--- config.mk ---
export PLATFORM = sky130hd
export DESIGN_NAME = chebyshev_harmonic_waveshaper
export DESIGN_NICKNAME = d
export VERILOG_FILES = /design/src/design/chw_pkg.sv /design/src/design/chw_cfg_regs.sv /design/src/design/chw_gain_table.sv /design/src/design/chw_datapath.sv /design/src/design/chw_sequencer.sv /design/src/design/chebyshev_harmonic_waveshaper.sv
export SDC_FILE = /design/constraint.sdc
export NUM_CORES = 2
export LEC_CHECK = 0
export BUFFER_PORTS_ARGS = -buffer_cell sky130_fd_sc_hd__buf_4
export CORE_MARGIN = 1
export CORE_UTILIZATION = 45
export CTS_CLUSTER_SIZE = 8
export DETAILED_ROUTE_END_ITERATION = 10
export HOLD_SLACK_MARGIN = 0.08
export PLACE_DENSITY_LB_ADDON = 0.2
export REMOVE_ABC_BUFFERS = 1
export SETUP_SLACK_MARGIN = 0.1
export SYNTH_ARGS = -nofsm -noshare
export SYNTH_HDL_FRONTEND = slang
export SYNTH_SLANG_ARGS = --single-unit
--- constraint.sdc ---
create_clock -name clk -period 10.3 [get_ports clk]
set_input_delay 0.515 -clock clk [delete_from_list [all_inputs] [get_ports clk]]
set_output_delay 0.515 -clock clk [all_outputs]
set_load 0.03 [all_outputs]
--- src/design/chw_pkg.sv ---
// Package for the Chebyshev harmonic waveshaper: payload structs, sequencer
// states, datapath controls, fixed-point widths and constants.
// No dependencies.
`default_nettype none

package chw_pkg;

    // Number of harmonics in the gain table (harmonics 1..HARMONICS)
    localparam int HARMONICS = 16;
    localparam int CNT_W     = (HARMONICS > 1) ? $clog2(HARMONICS) : 1;

    // Fixed-point widths: T in Q.30 with headroom, products, accumulator
    localparam int X_W    = 16;
    localparam int G_W    = 16;
    localparam int MA_W   = 17;              // gain or x, with room to negate gain
    localparam int TW     = 34;              // T_n values, Q.30
    localparam int PW     = MA_W + TW;       // product width
    localparam int ACC_W  = PW + CNT_W + 1;  // sum of HARMONICS products
    localparam int OUT_W  = 24;

    localparam int T_SHIFT   = 14;
    localparam int OUT_SHIFT = 27;

    localparam logic signed [TW-1:0]    T_ONE    = TW'(1 << 30);
    localparam logic signed [PW-1:0]    T_RND    = PW'(1 << (T_SHIFT - 1));
    localparam logic signed [ACC_W-1:0] OUT_RND  = ACC_W'(1 << (OUT_SHIFT - 1));
    localparam logic signed [ACC_W-1:0] OUT_MAX  = ACC_W'(8388607);
    localparam logic signed [ACC_W-1:0] OUT_MIN  = ACC_W'(-8388608);

    // Configuration port
    localparam int ADDR_W = 3;
    localparam logic [ADDR_W-3:0] REG_BASIS_MODE = '0;

    // Item actions and basis modes
    localparam logic ACT_WRITE = 1'b0;
    localparam logic ACT_EVAL  = 1'b1;
    localparam logic MODE_TRIG = 1'b0;
    localparam logic MODE_POLY = 1'b1;

    typedef struct packed {
        logic              action;
        logic [4:0]        harmonic_index;
        logic signed [15:0] gain_value;
        logic signed [15:0] sample;
    } in_t;

    typedef struct packed {
        logic signed [OUT_W-1:0] shaped_sample;
        logic                    saturated;
    } out_t;

    typedef enum logic [2:0] {
        ST_IDLE,
        ST_MUL_X,
        ST_MUL_G,
        ST_FINAL,
        ST_EMIT
    } state_t;

    typedef enum logic [2:0] {
        DP_HOLD,
        DP_LOAD,
        DP_STEP_X,
        DP_STEP_G,
        DP_FINAL,
        DP_EMIT
    } dp_op_t;

    typedef struct packed {
        dp_op_t op;
        logic   negate;
    } dp_ctrl_t;

    typedef struct packed {
        logic                  en;
        logic [CNT_W-1:0]      addr;
        logic signed [G_W-1:0] data;
    } tbl_wr_t;

endpackage

`default_nettype wire

--- src/design/chw_cfg_regs.sv ---
// Configuration register block (APB-style), holds basis_mode.
// Depends on chw_pkg.
`default_nettype none

module chw_cfg_regs (
    input  wire logic                      clk,
    input  wire logic                      rst_n,
    input  wire logic                      psel,
    input  wire logic                      penable,
    input  wire logic                      pwrite,
    input  wire logic [chw_pkg::ADDR_W-1:0] paddr,
    input  wire logic [31:0]               pwdata,
    output logic      [31:0]               prdata,
    output logic                           pready,
    output logic                           basis_mode
);

    logic mode_reg;
    logic mode_next;
    logic wr_fire;
    logic hit;

    assign pready  = 1'b1;
    assign hit     = (paddr[chw_pkg::ADDR_W-1:2] == chw_pkg::REG_BASIS_MODE);
    assign wr_fire = psel & penable & pwrite & pready;

    // Register write
    always_comb
    begin
        mode_next = mode_reg;
        if (wr_fire && hit)
        begin
            mode_next = pwdata[0];
        end
    end

    always_ff @(posedge clk or negedge rst_n)
    begin
        if (!rst_n)
        begin
            mode_reg <= chw_pkg::MODE_TRIG;
        end
        else
        begin
            mode_reg <= mode_next;
        end
    end

    // Read back
    always_comb
    begin
        prdata = '0;
        if (hit)
        begin
            prdata = {31'd0, mode_reg};
        end
    end

    assign basis_mode = mode_reg;

endmodule

`default_nettype wire

--- src/design/chw_gain_table.sv ---
// Harmonic gain table: one write port, one read port, all gains reset to zero.
// Depends on chw_pkg.
`default_nettype none

module chw_gain_table (
    input  wire logic                           clk,
    input  wire logic                           rst_n,
    input  wire chw_pkg::tbl_wr_t               wr,
    input  wire logic [chw_pkg::CNT_W-1:0]      rd_addr,
    output logic signed [chw_pkg::G_W-1:0]      rd_gain
);

    logic signed [chw_pkg::G_W-1:0] gain_reg [chw_pkg::HARMONICS];

    always_ff @(posedge clk or negedge rst_n)
    begin
        if (!rst_n)
        begin
            for (int i = 0; i < chw_pkg::HARMONICS; i++)
            begin
                gain_reg[i] <= '0;
            end
        end
        else if (wr.en)
        begin
            gain_reg[wr.addr] <= wr.data;
        end
    end

    assign rd_gain = gain_reg[rd_addr];

endmodule

`default_nettype wire

--- src/design/chw_datapath.sv ---
// Shared-multiplier datapath: Chebyshev recurrence, gain products,
// accumulator, final rounding and saturation into the result register.
// Depends on chw_pkg.
`default_nettype none

module chw_datapath (
    input  wire logic                           clk,
    input  wire chw_pkg::dp_ctrl_t              ctrl,
    input  wire logic signed [chw_pkg::X_W-1:0] sample,
    input  wire logic signed [chw_pkg::G_W-1:0] gain,
    output chw_pkg::out_t                       result
);

    localparam int TW    = chw_pkg::TW;
    localparam int PW    = chw_pkg::PW;
    localparam int ACC_W = chw_pkg::ACC_W;
    localparam int MA_W  = chw_pkg::MA_W;

    logic signed [chw_pkg::X_W-1:0] x_reg;
    logic signed [TW-1:0]           t_prev_reg;
    logic signed [TW-1:0]           t_cur_reg;
    logic signed [PW-1:0]           prod_reg;
    logic signed [ACC_W-1:0]        acc_reg;
    chw_pkg::out_t                  result_reg;

    logic signed [MA_W-1:0]  mul_a;
    logic signed [TW-1:0]    mul_b;
    logic signed [PW-1:0]    mul_p;
    logic signed [PW-1:0]    rnd_sum;
    logic signed [PW-1:0]    rnd_shift;
    logic signed [TW-1:0]    t_next;
    logic signed [ACC_W-1:0] acc_sum;
    logic signed [ACC_W-1:0] out_sum;
    logic signed [ACC_W-1:0] out_rnd;
    chw_pkg::out_t           result_next;

    // Shared multiplier: gain times T_n in the gain step, x times T_n otherwise.
    // Sign of the trig basis is folded into the gain operand.
    always_comb
    begin
        if (ctrl.op == chw_pkg::DP_STEP_G)
        begin
            mul_a = ctrl.negate ? -MA_W'(gain) : MA_W'(gain);
        end
        else
        begin
            mul_a = MA_W'(x_reg);
        end
        mul_b = t_cur_reg;
        mul_p = PW'(mul_a) * PW'(mul_b);
    end

    // Recurrence: T_{n+1} = rnd(x * T_n / 2^14) - T_{n-1}
    always_comb
    begin
        rnd_sum   = prod_reg + chw_pkg::T_RND;
        rnd_shift = rnd_sum >>> chw_pkg::T_SHIFT;
        t_next    = $signed(rnd_shift[TW-1:0]) - t_prev_reg;
        acc_sum   = acc_reg + ACC_W'(prod_reg);
    end

    // Round half up to Q.17 and saturate
    always_comb
    begin
        out_sum = acc_reg + chw_pkg::OUT_RND;
        out_rnd = out_sum >>> chw_pkg::OUT_SHIFT;
        result_next.saturated = 1'b0;
        result_next.shaped_sample = out_rnd[chw_pkg::OUT_W-1:0];
        if (out_rnd > chw_pkg::OUT_MAX)
        begin
            result_next.saturated     = 1'b1;
            result_next.shaped_sample = chw_pkg::OUT_MAX[chw_pkg::OUT_W-1:0];
        end
        else if (out_rnd < chw_pkg::OUT_MIN)
        begin
            result_next.saturated     = 1'b1;
            result_next.shaped_sample = chw_pkg::OUT_MIN[chw_pkg::OUT_W-1:0];
        end
    end

    // Datapath registers
    always_ff @(posedge clk)
    begin
        case (ctrl.op)
            chw_pkg::DP_LOAD:
            begin
                x_reg      <= sample;
                t_prev_reg <= chw_pkg::T_ONE;
                t_cur_reg  <= TW'(sample) <<< 15;
                prod_reg   <= '0;
                acc_reg    <= '0;
            end
            chw_pkg::DP_STEP_X:
            begin
                prod_reg <= mul_p;
                acc_reg  <= acc_sum;
            end
            chw_pkg::DP_STEP_G:
            begin
                prod_reg   <= mul_p;
                t_prev_reg <= t_cur_reg;
                t_cur_reg  <= t_next;
            end
            chw_pkg::DP_FINAL:
            begin
                acc_reg <= acc_sum;
            end
            chw_pkg::DP_EMIT:
            begin
                result_reg <= result_next;
            end
            default:
            begin
            end
        endcase
    end

    assign result = result_reg;

endmodule

`default_nettype wire

--- src/design/chw_sequencer.sv ---
// Sequencer: input/output handshakes, harmonic counter, gain table writes,
// and per-cycle control of the shared datapath.
// Depends on chw_pkg.
`default_nettype none

module chw_sequencer (
    input  wire logic                      clk,
    input  wire logic                      rst_n,
    input  wire logic                      item_valid,
    input  wire chw_pkg::in_t              item,
    input  wire logic                      result_ready,
    input  wire logic                      basis_mode,
    output logic                           item_ready,
    output logic                           result_valid,
    output chw_pkg::dp_ctrl_t              ctrl,
    output chw_pkg::tbl_wr_t               tbl_wr,
    output logic [chw_pkg::CNT_W-1:0]      rd_addr
);

    localparam int CNT_W = chw_pkg::CNT_W;

    chw_pkg::state_t  state_reg;
    chw_pkg::state_t  state_next;
    logic [CNT_W-1:0] n_reg;
    logic [CNT_W-1:0] n_next;
    logic [1:0]       mod4_reg;
    logic [1:0]       mod4_next;
    logic             valid_reg;
    logic             valid_next;

    logic item_fire;
    logic emit_fire;
    logic last_n;
    logic idx_ok;

    assign item_fire = item_valid && item_ready;
    assign emit_fire = (state_reg == chw_pkg::ST_EMIT) && (!valid_reg || result_ready);
    assign last_n    = (n_reg == CNT_W'(chw_pkg::HARMONICS - 1));
    assign idx_ok    = (item.harmonic_index != 5'd0)
                    && (7'(item.harmonic_index) <= 7'(chw_pkg::HARMONICS));

    // Next state
    always_comb
    begin
        state_next = state_reg;
        case (state_reg)
            chw_pkg::ST_IDLE:
            begin
                if (item_fire && item.action == chw_pkg::ACT_EVAL)
                begin
                    state_next = chw_pkg::ST_MUL_X;
                end
            end
            chw_pkg::ST_MUL_X:
            begin
                state_next = chw_pkg::ST_MUL_G;
            end
            chw_pkg::ST_MUL_G:
            begin
                state_next = last_n ? chw_pkg::ST_FINAL : chw_pkg::ST_MUL_X;
            end
            chw_pkg::ST_FINAL:
            begin
                state_next = chw_pkg::ST_EMIT;
            end
            chw_pkg::ST_EMIT:
            begin
                if (emit_fire)
                begin
                    state_next = chw_pkg::ST_IDLE;
                end
            end
            default:
            begin
                state_next = chw_pkg::ST_IDLE;
            end
        endcase
    end

    // Outputs and counters
    always_comb
    begin
        item_ready  = (state_reg == chw_pkg::ST_IDLE);
        ctrl.op     = chw_pkg::DP_HOLD;
        ctrl.negate = (basis_mode == chw_pkg::MODE_TRIG) && (mod4_reg == 2'd3);
        tbl_wr.en   = 1'b0;
        tbl_wr.addr = CNT_W'(item.harmonic_index - 5'd1);
        tbl_wr.data = item.gain_value;
        n_next      = n_reg;
        mod4_next   = mod4_reg;
        case (state_reg)
            chw_pkg::ST_IDLE:
            begin
                if (item_fire)
                begin
                    if (item.action == chw_pkg::ACT_EVAL)
                    begin
                        ctrl.op   = chw_pkg::DP_LOAD;
                        n_next    = '0;
                        mod4_next = 2'd1;
                    end
                    else
                    begin
                        tbl_wr.en = idx_ok;
                    end
                end
            end
            chw_pkg::ST_MUL_X:
            begin
                ctrl.op = chw_pkg::DP_STEP_X;
            end
            chw_pkg::ST_MUL_G:
            begin
                ctrl.op   = chw_pkg::DP_STEP_G;
                mod4_next = mod4_reg + 2'd1;
                if (!last_n)
                begin
                    n_next = n_reg + CNT_W'(1);
                end
            end
            chw_pkg::ST_FINAL:
            begin
                ctrl.op = chw_pkg::DP_FINAL;
            end
            chw_pkg::ST_EMIT:
            begin
                if (emit_fire)
                begin
                    ctrl.op = chw_pkg::DP_EMIT;
                end
            end
            default:
            begin
            end
        endcase
    end

    // Result valid flag
    always_comb
    begin
        valid_next = valid_reg;
        if (emit_fire)
        begin
            valid_next = 1'b1;
        end
        else if (result_ready)
        begin
            valid_next = 1'b0;
        end
    end

    always_ff @(posedge clk or negedge rst_n)
    begin
        if (!rst_n)
        begin
            state_reg <= chw_pkg::ST_IDLE;
            n_reg     <= '0;
            mod4_reg  <= 2'd1;
            valid_reg <= 1'b0;
        end
        else
        begin
            state_reg <= state_next;
            n_reg     <= n_next;
            mod4_reg  <= mod4_next;
            valid_reg <= valid_next;
        end
    end

    assign result_valid = valid_reg;
    assign rd_addr      = n_reg;

endmodule

`default_nettype wire

--- src/design/chebyshev_harmonic_waveshaper.sv ---
// Chebyshev harmonic waveshaper, top level.
// Depends on chw_pkg, chw_cfg_regs, chw_gain_table, chw_sequencer, chw_datapath.
//
// Usage:
//   item channel (item_valid/item_ready/item): a write transaction (action 0)
//   stores one harmonic gain, harmonic 1..HARMONICS, others are dropped; an
//   evaluate transaction (action 1) takes one Q1.15 sample.
//   result channel (result_valid/result_ready/result): one Q7.17 transaction
//   per evaluate, with a flag when the sum was clipped.
//   APB port: register 0 at byte address 0 is basis_mode (0 trig, 1 poly).
// Timing:
//   A write leaves item_ready high.
//   An evaluate, once accepted, computes two products per harmonic on the one
//   shared 17x34 multiplier, then an accumulate step and a round/saturate step
//   that registers the result. A new item is taken only once the block is back
//   in idle, so no item is accepted while an evaluate is in progress.
//   If the receiver stalls, the result holds in its output register; the
//   next item is still accepted and computed, waiting only before its own
//   result is written.
// Reset: all gains zero, basis_mode 0, no result pending.
`default_nettype none

module chebyshev_harmonic_waveshaper (
    input  wire logic                      clk,
    input  wire logic                      rst_n,
    input  wire logic                      item_valid,
    output logic                           item_ready,
    input  wire chw_pkg::in_t              item,
    output logic                           result_valid,
    input  wire logic                      result_ready,
    output chw_pkg::out_t                  result,
    input  wire logic                      psel,
    input  wire logic                      penable,
    input  wire logic                      pwrite,
    input  wire logic [chw_pkg::ADDR_W-1:0] paddr,
    input  wire logic [31:0]               pwdata,
    output logic      [31:0]               prdata,
    output logic                           pready
);

    logic                            basis_mode;
    chw_pkg::dp_ctrl_t               ctrl;
    chw_pkg::tbl_wr_t                tbl_wr;
    logic [chw_pkg::CNT_W-1:0]       rd_addr;
    logic signed [chw_pkg::G_W-1:0]  rd_gain;

    chw_cfg_regs u_cfg (
        .clk        (clk),
        .rst_n      (rst_n),
        .psel       (psel),
        .penable    (penable),
        .pwrite     (pwrite),
        .paddr      (paddr),
        .pwdata     (pwdata),
        .prdata     (prdata),
        .pready     (pready),
        .basis_mode (basis_mode)
    );

    chw_gain_table u_table (
        .clk     (clk),
        .rst_n   (rst_n),
        .wr      (tbl_wr),
        .rd_addr (rd_addr),
        .rd_gain (rd_gain)
    );

    chw_sequencer u_seq (
        .clk          (clk),
        .rst_n        (rst_n),
        .item_valid   (item_valid),
        .item         (item),
        .result_ready (result_ready),
        .basis_mode   (basis_mode),
        .item_ready   (item_ready),
        .result_valid (result_valid),
        .ctrl         (ctrl),
        .tbl_wr       (tbl_wr),
        .rd_addr      (rd_addr)
    );

    chw_datapath u_dp (
        .clk    (clk),
        .ctrl   (ctrl),
        .sample (item.sample),
        .gain   (rd_gain),
        .result (result)
    );

endmodule

`default_nettype wire

=== Word-level counts from Yosys, hierarchy flattened ===
Cells that the tools add are included.

* Flip-flop bits (word level): 483
* Bits in latches: 0
* RAM bits: 0
* Bits in read-only memories: 0
* Bits of input ports: 80
* Output and inout bits: 60
* Word-level logic and storage cells: 120
* Memories kept: 0

* $add $sub $neg: 8
* $mul: 1
* Div/mod/pow operators: 0
* Magnitude comparators: 6
* Eq/ne operators: 16
* Shift-type cells: 0
* Multiplexer cells: 34
* Bitwise operators: 6
* Reduce and logical (&&, ||, !) cells: 21

{| class="wikitable"
|+ Operators with widths
! operator !! count
|-
| bitwise mux 256 bit || 1
|-
| one-hot mux 34 bit (2 select lines) || 2
|-
| one-hot mux 56 bit (2 select lines) || 1
|-
| one-hot mux 51 bit (2 select lines) || 1
|-
| binary-select mux 16 bit (select 4 bit) || 1
|-
| demux 16 bit (select 4 bit) || 1
|-
| adder 56 x 28 -> 56 bit, second input constant || 1
|-
| adder 56 x 51 -> 56 bit || 1
|-
| multiplier 17 x 34 -> 51 bit || 1
|-
| adder 48 x 15 -> 48 bit, second input constant || 1
|-
| two-way mux 16 bit || 3
|-
| two-way mux 17 bit || 2
|-
| subtractor 34 bit || 1
|-
| one-hot mux 3 bit (5 select lines) || 2
|-
| > comparator 29 x 24 -> 1 bit, second input constant || 1
|-
| < comparator 29 x 24 -> 1 bit, second input constant || 1
|-
| two-way mux 25 bit || 1
|-
| negator 16 -> 17 bit || 1
|-
| == test 3 x 2 -> 1 bit, second input constant || 4
|-
| two-way mux 3 bit || 4
|-
| two-way mux 4 bit || 3
|-
| >= comparator 5 bit, second input constant || 2
|-
| NOT 4 -> 5 bit || 2
|-
| nonzero test 2 bit || 5
|-
| other kinds (26) || 49
|}

=== Longest topological paths before layout ===
* Word-level depth: 9
* Mapped depth: 37
* Mapped depth without buffers: 33

=== By module ===
A second synthesis with hierarchy kept.

* Cells, all modules: 4489
* Area total of the unflattened synthesis: 46316.9 um2

{| class="wikitable"
|+ Modules (own cells, without submodules)
! module !! times used !! cells an instance !! area each (um2) !! sequential area each (um2)
|-
| chw_datapath || 1 || 3658 || 33697.3 || 6486.2
|-
| chw_gain_table || 1 || 712 || 11607.4 || 6406.1
|-
| chw_sequencer || 1 || 81 || 710.7 || 251.5
|-
| chw_cfg_regs || 1 || 38 || 301.5 || 25.0
|}

=== Worst setup path after synthesis ===
Ideal clock, no wire load.

* Kind: register -> register
* From: reg u_seq.n_reg[0], in the netlist u_seq.rd_addr[0]
* To: reg u_dp.prod_reg[47] (data pin)
* Library setup time: 0.265 ns
* Data arrival time: 9.237 ns
* Required time: 10.035 ns
* Setup slack: 0.797 ns
* Stages on the path, launching flop included: 36
* Path buffers: 3
* Clock period less this slack: 9.503 ns
* Cells stage by stage: dfrtp_1 buf_4 mux4_2 mux4_2 inv_1 ha_1 nor4b_1 nand3b_1 nor2_1 a21oi_1 xnor2_1 o21ai_1 clkbuf_1 nand2_1 fa_1 inv_1 ha_1 inv_1 fa_1 inv_1 fa_1 fa_1 inv_1 fa_1 inv_1 ha_1 a21o_1 a21oi_1 o21ai_0 a221o_1 or4b_2 clkbuf_1 a41o_1 a211o_1 nor3b_1 or3_1

* Longest elaborated chain between the ends: 9

{| class="wikitable"
|+ RTL lines
! item !! line !! source
|-
| start, declared || chw_sequencer.sv:24 || <nowiki>logic [CNT_W-1:0] n_reg;</nowiki>
|-
| start signal, assigned || chw_sequencer.sv:164 || <nowiki>n_reg <= n_next;</nowiki>
|-
| NOT 4 -> 5 bit (not written as such) (*) || chw_gain_table.sv:30 || <nowiki>assign rd_gain = gain_reg[rd_addr];</nowiki>
|-
| binary-select mux 16 bit (select 4 bit) (*) || chw_gain_table.sv:30 ||
|-
| two-way mux 16 bit (not written as such) (*) (2 in series) || chw_gain_table.sv:30 ||
|-
| negator 16 -> 17 bit || chw_datapath.sv:43 || <nowiki>mul_a = ctrl.negate ? -MA_W'(gain) : MA_W'(gain);</nowiki>
|-
| two-way mux 17 bit (*) || chw_datapath.sv:43 ||
|-
| two-way mux 17 bit (*) || chw_datapath.sv:41 || <nowiki>if (ctrl.op == chw_pkg::DP_STEP_G)</nowiki>
|-
| multiplier 17 x 34 -> 51 bit (*) || chw_datapath.sv:50 || <nowiki>mul_p = PW'(mul_a) * PW'(mul_b);</nowiki>
|-
| one-hot mux 51 bit (2 select lines) (*) || chw_datapath.sv:84 || <nowiki>case (ctrl.op)</nowiki>
|-
| end signal, assigned || chw_datapath.sv:95 || <nowiki>prod_reg <= mul_p;</nowiki>
|-
| end signal, assigned || chw_datapath.sv:100 || <nowiki>prod_reg <= mul_p;</nowiki>
|-
| end, declared || chw_datapath.sv:22 || <nowiki>logic signed [PW-1:0] prod_reg;</nowiki>
|}

Mark *: on every way between the ends. The rest lies on a longest branch, timed or not. The select of a mux whose other input is x is not followed.
A chain may end at the register's enable or synchronous reset.

=== Final worst setup path ===
* From: reg u_seq.n_reg[0], in the netlist u_seq.rd_addr[0]
* To: reg u_dp.prod_reg[43] (data pin)

Same word-level chain as after synthesis.

==> metrics.md <==
| Metric | Value |
|---|---|
| Gate Count Post-Synth | 4441 |
| Async set-reset flop share out of synthesis | 0.553 |
| Worst relative slew slack | 0.197 |
| Die Y | 321 µm |
| Synth cell types | 72 |
| WP data arrival | 10.17 ns |
| Hold depth | 1 |
| Clock slew at reported path FFs | 0.05 ns |
| H-tree depth | 3 |
| R2R depth | 34 |
| Max FFs per register | 256 |
| Crit-path max FO | 11 |
| Total grt overflow | 0 |
| Largest stage delay on the critical path | 0.61 ns |
| Reg2reg start | u_seq.rd_addr[0]$_DFFE_PN0P_ |
| Slowest stage cell on the critical path | or4b_4 |
| Primary FF master, synth | dfrtp_1 |
| Area post-placement | 48400 µm² |
| CTS tree | done |
| Clock Root Buffer | clkbuf_16 |
| Post-detail-place hpwl | 86500 µm |
| Final Instance Area | 50600 µm² |
| Worst Tran Pin Value | 1.20 ns |
| Vias/cell | 5.35 |
| Avg WL per Cell | 19.9 µm |
| Seq/Total Area, Yosys | 0.287 |
| Flop-to-flop setup slack | 0.47 ns |
| Final count of negative-setup-slack endpoints | 0 |
| EDFF count, synth | 216 |
| Commonest non-fill, non-tap cells in the layout | 683 x inv_1, 553 x fa_1, 491 x nand2_1, 264 x dfrtp_1, 257 x mux2_2 |
| Syn. warnings | 0 |
| Area added between synthesis and finish | 10.2% |
| Initial drt markers | 1837 |
| Outcome | complete, no violations |
| Setup Skew | 0.0165 ns |
| Router iterations before antenna repair | 5 |
| IO Pins | 140 |
| Commonest non-fill, non-tap cell in the layout | inv_1 |
| Initial core utilization | 0.456 |
| First-pass GRT wire length | 186000 µm |
| GRT Resource Usage Total | 0.234 |
| Worst Path Required | 10.64 ns |
| Hold Startpoint | item[13] |
| Worst Hold Path EP | u_dp.x_reg[13]$_DFFE_PP_ |
| Largest net degree at the start of global routing | 130 |
| Synth Register Bits | 483 |
| Period utilization | 0.955 |
| Skew-Pair Late Insertion Delay | 0.61 ns |
| Post-Syn Area | 45900 µm² |
| Final ANT Viol Nets | 0 |
| Initial antenna violation count | 14 |
| Worst Hold Class | input port to register |
| Routability cong. | 0.897 |
| R2R Path End | u_dp.prod_reg[43]$_SDFFCE_PN0P_ |
| DRC violations left | 0 |
| Share of cells above drive strength 1 | 0.149 |
| Fin nets | 5355 |
| WS Path Type | register to register |
| CP startpoint kind | register |
| Filler cells | 9194 |
| WL final | 117000 µm |
| TritonCTS Buffers | 70 |
| Clock sinks | 483 |
| Vias | 31500 |
| Final max-slew violation count | 0 |
| Crit path time final | 9.83 ns |
| Die Width | 321 µm |
| Number of global-route vias before repair | 32500 |
| RSZ-0062 raised after global routing | false |
| Die area | 103000 µm² |
| Hold_ws | 0.109 ns |
| Std cell rows | 116 |
| Clk buf depth | 3 |
| Port buffer count | 74 |
| Maxcap violations | 0 |
| Fmax | 102 MHz |
| Core ar. | 101000 µm² |
| Post-Syn Area per Cell | 10.3 µm² |
| CP Capture Type | register |
| Fin. Hold Viols | 0 |
-- layout make-up --
class / instances / area, µm² / area share
antenna: 2 / 5.00 / 0.0000989
clock buffer: 90 / 1850 / 0.0365
sequential: 483 / 13200 / 0.260
tap: 1357 / 1700 / 0.0336
timing repair buffer: 208 / 1820 / 0.0360
inverter: 683 / 2560 / 0.0507
clock inverter: 7 / 104 / 0.00205
multi-input combinational: 3064 / 29400 / 0.581
-- critical path: cells and delay by family, from the launching register on --
family,cells,cell delay [ns]
DFF,1,0.46
xor gates and xnor gates,2,0.28
AOI/OAI and AO/OA,8,1.97
muxes,2,1.09
and+or+nand+nor,6,1.30
adders and majority gates,8,3.69
buffers and inverters,8,0.75
-- worst max-delay path by stage --
| stage | slack [ns] | depth (start not counted) | end | start |
|---|---|---|---|---|
| floorplan | -1.96 | 29 | u_dp.prod_reg[43]$_SDFFCE_PN0P_ | u_seq.rd_addr[0]$_DFFE_PN0P_ |
| global placement | 0.1 | 33 | u_dp.prod_reg[49]$_SDFFCE_PN0P_ | u_seq.rd_addr[0]$_DFFE_PN0P_ |
| detailed placement | 0.08 | 33 | u_dp.prod_reg[49]$_SDFFCE_PN0P_ | u_seq.rd_addr[0]$_DFFE_PN0P_ |
| CTS | 0.19 | 36 | u_dp.prod_reg[46]$_SDFFCE_PN0P_ | u_seq.rd_addr[0]$_DFFE_PN0P_ |
| global route | 0.06 | 34 | u_dp.prod_reg[43]$_SDFFCE_PN0P_ | u_seq.rd_addr[0]$_DFFE_PN0P_ |
| finish | 0.47 | 34 | u_dp.prod_reg[43]$_SDFFCE_PN0P_ | u_seq.rd_addr[0]$_DFFE_PN0P_ |
-- metrics by stage --
stage / util / cells / setup WS [ns] / setup TNS (ns)
5_1_grt: 0.503 / 5893 / 0.0560 / 0
2_1_floorplan: - / 4230 / -1.96 / -42.30
3_3_place_gp: 0.481 / 5783 / 0.0952 / 0
3_5_place_dp: 0.481 / 5783 / 0.0821 / 0
4_1_cts: 0.501 / 5888 / 0.189 / 0
6_report: 0.503 / 5894 / 0.467 / 0
-- kinds of logic (layout without fill, tap and decap cells) --
family,Yosys count,count (layout),share of synthesized area
adder cells (fa/ha/maj),765,765,0.299
flip-flops,483,483,0.287
multiplexers,340,340,0.103
AND/OR/NAND/NOR,1248,1248,0.129
other,2,34,0.000164
AO/OA/AOI/OAI,486,486,0.0658
XOR/XNOR,193,193,0.0368
buffers and inverters,924,988,0.0797
-- synthesized netlist by cell type, drive strengths merged, types with 34 or more instances --
master	n	area share
dfrtp	266	0.15
fa	553	0.24
edfxtp	216	0.14
mux4	80	0.039
nand3	55	0.0060
clkbuf	160	0.013
and2	159	0.022
a21oi	151	0.017
nor2b	114	0.016
nand2b	34	0.0046
xor2	91	0.017
nor2	244	0.020
a21o	66	0.011
inv	683	0.056
mux2	257	0.063
xnor2	102	0.019
ha	212	0.058
o21ai	131	0.014
nor3	43	0.0049
nand2	494	0.040
buf	81	0.011
-- per-layer routing --
layer / wire length, µm / share of wire / global-route usage / vias to the layer above
met5: 119 / 0.0010 / 0 / -
met4: 3430 / 0.029 / 0.0654 / 20
met3: 5570 / 0.047 / 0.0342 / 205
met2: 58900 / 0.50 / 0.404 / 647
met1: 49300 / 0.42 / 0.305 / 16200
li1: - / - / - / 14500
-- timing repair --
action                                  4_1_cts  5_1_grt
pin swaps                                     0        1
endpoints found under the setup margin        3       14
cloned                                        0        2
hold endpoints to repair                     64        0
hold buffers                                  7        0
buffers inserted                              1        2
gates resized for setup                       1       17
Power is left out: the tool's default activity adds up to more than one toggle a clock period on the data nets, which glitch-free logic cannot reach.
